--- config.mk ---
export PLATFORM = sky130hd
export DESIGN_NAME = gb3_fifo
export DESIGN_NICKNAME = d
export VERILOG_FILES = /design/src/sv/gb3_fifo.sv
export SDC_FILE = /design/constraint.sdc
export NUM_CORES = 1
export LEC_CHECK = 0
export BUFFER_PORTS_ARGS = -buffer_cell sky130_fd_sc_hd__buf_4
export CAP_MARGIN = 20
export CELL_PAD_IN_SITES_DETAIL_PLACEMENT = 0
export CELL_PAD_IN_SITES_GLOBAL_PLACEMENT = 2
export CORE_MARGIN = 4
export CORE_UTILIZATION = 28
export DETAILED_ROUTE_END_ITERATION = 6
export GPL_ROUTABILITY_DRIVEN = 0
export PLACE_DENSITY_LB_ADDON = 0.1
export SLEW_MARGIN = 5
export SYNTH_ARGS = -nofsm -noshare
export SYNTH_HDL_FRONTEND = slang
export SYNTH_SLANG_ARGS = --single-unit
--- constraint.sdc ---
create_clock -name clk_i -period 1.7 [get_ports clk_i]
set_input_delay 0.255 -clock clk_i [delete_from_list [all_inputs] [get_ports clk_i]]
set_output_delay 0.255 -clock clk_i [all_outputs]
set_load 0.01 [all_outputs]
--- src/sv/gb3_fifo.sv ---
// small register queue used for jobs and for results
// depends on nothing but its parameters
module gb3_fifo #(
  parameter int WIDTH = 8,
  parameter int DEPTH = 4
) (
  input  logic                       clk_i,
  input  logic                       rst_ni,
  input  logic                       push_i,
  input  logic [WIDTH-1:0]           wdata_i,
  input  logic                       pop_i,
  output logic [WIDTH-1:0]           rdata_o,
  output logic                       empty_o,
  output logic [$clog2(DEPTH):0]     count_o
);

  localparam int AW = $clog2(DEPTH);

  logic [WIDTH-1:0] mem_q [DEPTH];
  logic [AW-1:0]    wr_ptr_q, wr_ptr_d;
  logic [AW-1:0]    rd_ptr_q, rd_ptr_d;
  logic [AW:0]      cnt_q, cnt_d;
  logic             do_push, do_pop;

  assign do_push = push_i && (cnt_q != (AW+1)'(DEPTH));
  assign do_pop  = pop_i && (cnt_q != '0);

  // pointer and count update
  always_comb begin
    wr_ptr_d = wr_ptr_q;
    rd_ptr_d = rd_ptr_q;
    cnt_d    = cnt_q;
    if (do_push) begin
      wr_ptr_d = (wr_ptr_q == AW'(DEPTH-1)) ? '0 : wr_ptr_q + AW'(1);
    end
    if (do_pop) begin
      rd_ptr_d = (rd_ptr_q == AW'(DEPTH-1)) ? '0 : rd_ptr_q + AW'(1);
    end
    if (do_push && !do_pop) begin
      cnt_d = cnt_q + (AW+1)'(1);
    end else if (do_pop && !do_push) begin
      cnt_d = cnt_q - (AW+1)'(1);
    end
  end

  always_ff @(posedge clk_i or negedge rst_ni) begin
    if (!rst_ni) begin
      wr_ptr_q <= '0;
      rd_ptr_q <= '0;
      cnt_q    <= '0;
    end else begin
      wr_ptr_q <= wr_ptr_d;
      rd_ptr_q <= rd_ptr_d;
      cnt_q    <= cnt_d;
    end
  end

  // storage
  always_ff @(posedge clk_i) begin
    if (do_push) begin
      mem_q[wr_ptr_q] <= wdata_i;
    end
  end

  assign rdata_o = mem_q[rd_ptr_q];
  assign empty_o = (cnt_q == '0);
  assign count_o = cnt_q;

endmodule

==> qor.yml <==
route:
  drc: 0
  vias_per_cell: 4.15
  first_iter_violations: 24
  dr.pass1.iters: 4
  ant_nets: 0
  num_vias: 839
  wl_per_cell_um: 14.0
  routed_wl_um: 2830
sta:
  fmax_mhz: 569
  fin_ws_ps: -57.5
  slew_violations: 0
  hold_viol: 0
  finalSetupViolations: 9
  finClkSkew_ps: 4.69
  rsz0062_at_grt: "yes"
  setup_tns_ps: -241
  relSlewSlack: 0.823
  tightest_slew_ps: 266
  min_period_ps: 1760
  period_share: 1.03
clock_tree:
  clk_latency_ps: 290
  tritoncts: "done"
  cts_root_buffer: "clkbuf_8"
  htree_levels: 2
  clock-sinks: 39
  clock_path_buffers: 2
  cts-buffers-inserted: 5
  clk_pin_slew_ps: 80
cells_and_area:
  mostFrequentLayoutCell: "edfxtp_1"
  fillers: 525
  diodes: 0
  syn2layout_area_growth_pct: 40.6
  postLayoutCellArea_um2: 2270
  nNetsFinal: 148
  most-common-layout-cells: "edfxtp_1, buf_4, buf_6"
  fin_util: 0.409
  drive_above_1_share: 0.585
synth:
  yosysWarnings: 0
  ys_types: 20
  seq_area_frac_synth: 0.705
  ys_ff_latch: 39
  synth_area_per_cell_um2: 20.4
  synth_nets: 98
  synth_top_area_cell: "edfxtp_1"
  syn_inst: 79
  synth_top_area_share: 0.596
  synth.area.top_cells: "edfxtp_1, mux4_2, dfrtp_1"
  syn_area_um2: 1610
place:
  place_ws_ps: -64.1
  dpl_cell_area_um2: 2060
  dp_hpwl_um: 2040
  port_buffers: 23
power:
  finalPower_mw: 4.02
  power_leakage_nw: 0.875
  ir_drop_mv: 0.591
  powerDensity_nw_per_um2: 1770
worst_setup_path:
  critPathMaxStageDelay_ps: 450
  reg2reg_slack_ps: -60
  crit_required_ps: 1910
  path_depth: 8
  r2r_cells: 8
  critPathSlowestCell: "dfrtp_2"
  critPathMostFrequentCell: "xor2_1"
  cp_max_fo: 3
  crit_arrival_ps: 1970
  cp-end-kind: "register"
  cp_num_buf_inv: 1
  worstPathCellList: "nor3_4 > nand2b_4 > ha_4 > inv_2 > fa_2 > xor2_1 > nor2_1 > xor2_1"
  startpoint: "count_o[0]$_DFFE_PN0P_"
  crit-reg2reg-capture: "count_o[2]$_DFFE_PN0P_"
  endpoint: "count_o[2]$_DFFE_PN0P_"
  crit_family: "flip-flops"
  r2r_start: "count_o[0]$_DFFE_PN0P_"
  worst-setup-path-type: "reg -> reg"
  setup.worst_path.start_class: "register"
grt:
  grt_pass1_vias: 911
  grt_pass1_wl_um: 4640
  grt_remaining_overflow: 0
  antenna_found_initial: 0
  gr-usage-all-layers: 0.0896
  grt_max_degree: 14
run_status:
  status: "finished with violations"
  failed_checks: "setup timing"
floorplanning:
  fp.dieW_um: 83.9
  core_um2: 5540
  ios: 24
  die_h_um: 83.9
  start_util: 0.291
  die_area_um2: 7030
  rows: 27
min_path:
  min_from: "wdata_i[2]"
  min_path_type: "in -> reg"
run:
  maxCapViolations: 0
[worst min-delay path by stage]
stage / cells past startpoint / end
CTS: 1 / mem_q[0][2]$_DFFE_PP_
floorplan: 0 / count_o[0]$_DFFE_PN0P_
detailed placement: 1 / count_o[1]$_DFFE_PN0P_
global route: 1 / mem_q[0][2]$_DFFE_PP_
global placement: 1 / count_o[1]$_DFFE_PN0P_
finish: 1 / mem_q[0][2]$_DFFE_PP_
[Yosys cell counts, drive strengths merged]
master / count
nor3: 1
buf: 1
a21boi: 1
a21oi: 1
nor2: 4
nand2b: 1
xor2: 2
ha: 6
mux4: 8
fa: 1
mux2: 5
clkbuf: 1
and2: 3
xnor2: 1
inv: 3
nand2: 1
dfrtp: 7
edfxtp: 32
[routing by layer]
metal  vias to the layer above  GRT usage  part of all wire
met1                       415      0.101              0.41
li1                        402          -                 -
met5                         -          0                 0
met3                         4     0.0355             0.046
met4                         0     0.0395             0.013
met2                        18      0.149              0.53
[metrics by stage]
| step | std cells | hold slack (ps) |
|---|---|---|
| after floorplan | 79 | -40.6 |
| after global placement | 188 | 79.4 |
| after detailed placement | 188 | 79.1 |
| after CTS | 200 | 152 |
| after global routing | 202 | 140 |
| final | 202 | 164 |
[area by class of cell]
| cell class | count | area [µm²] | share of cell area |
|---|---|---|---|
| Sequential cell | 39 | 1140 | 0.504 |
| Multi-Input combinational cell | 35 | 483 | 0.213 |
| Timing Repair Buffer | 45 | 428 | 0.189 |
| Tap cell | 72 | 90.1 | 0.0398 |
| Clock buffer | 5 | 68.8 | 0.0304 |
| Clock inverter | 3 | 43.8 | 0.0193 |
| Inverter | 3 | 11.3 | 0.00497 |
[sequential cells by signal (all words and copies together) (netlist names)]
| signal | flops |
|---|---|
| mem_q | 32 |
| count_o | 3 |
| rd_ptr_q | 2 |
| wr_ptr_q | 2 |
[what timing repair did]
action,CTS,global route
cloned,0,0
hold buffers,1,0
setup buffers,3,2
pin swaps,1,0
setup endpoints to repair,10,10
resized for setup,12,1
endpoints found under the hold margin,7,0
[power breakdown]
part	internal, mW	switching [mW]
Sequential	1.30	0.184
Combinational	1.11	0.663
Clock	0.437	0.314
Total	2.85	1.16
[cell families (layout without fill, tap and decap cells)]
group / Yosys count / count (layout) / synth area share
fa+ha+maj: 7 / 7 / 0.0590
mux: 13 / 13 / 0.151
compound gates: 2 / 2 / 0.0147
flops: 39 / 39 / 0.705
buf+inv: 5 / 56 / 0.0140
xor+xnor: 3 / 3 / 0.0163
simple gates: 10 / 10 / 0.0396
Note: power is estimated with default switching activity, not from simulation.
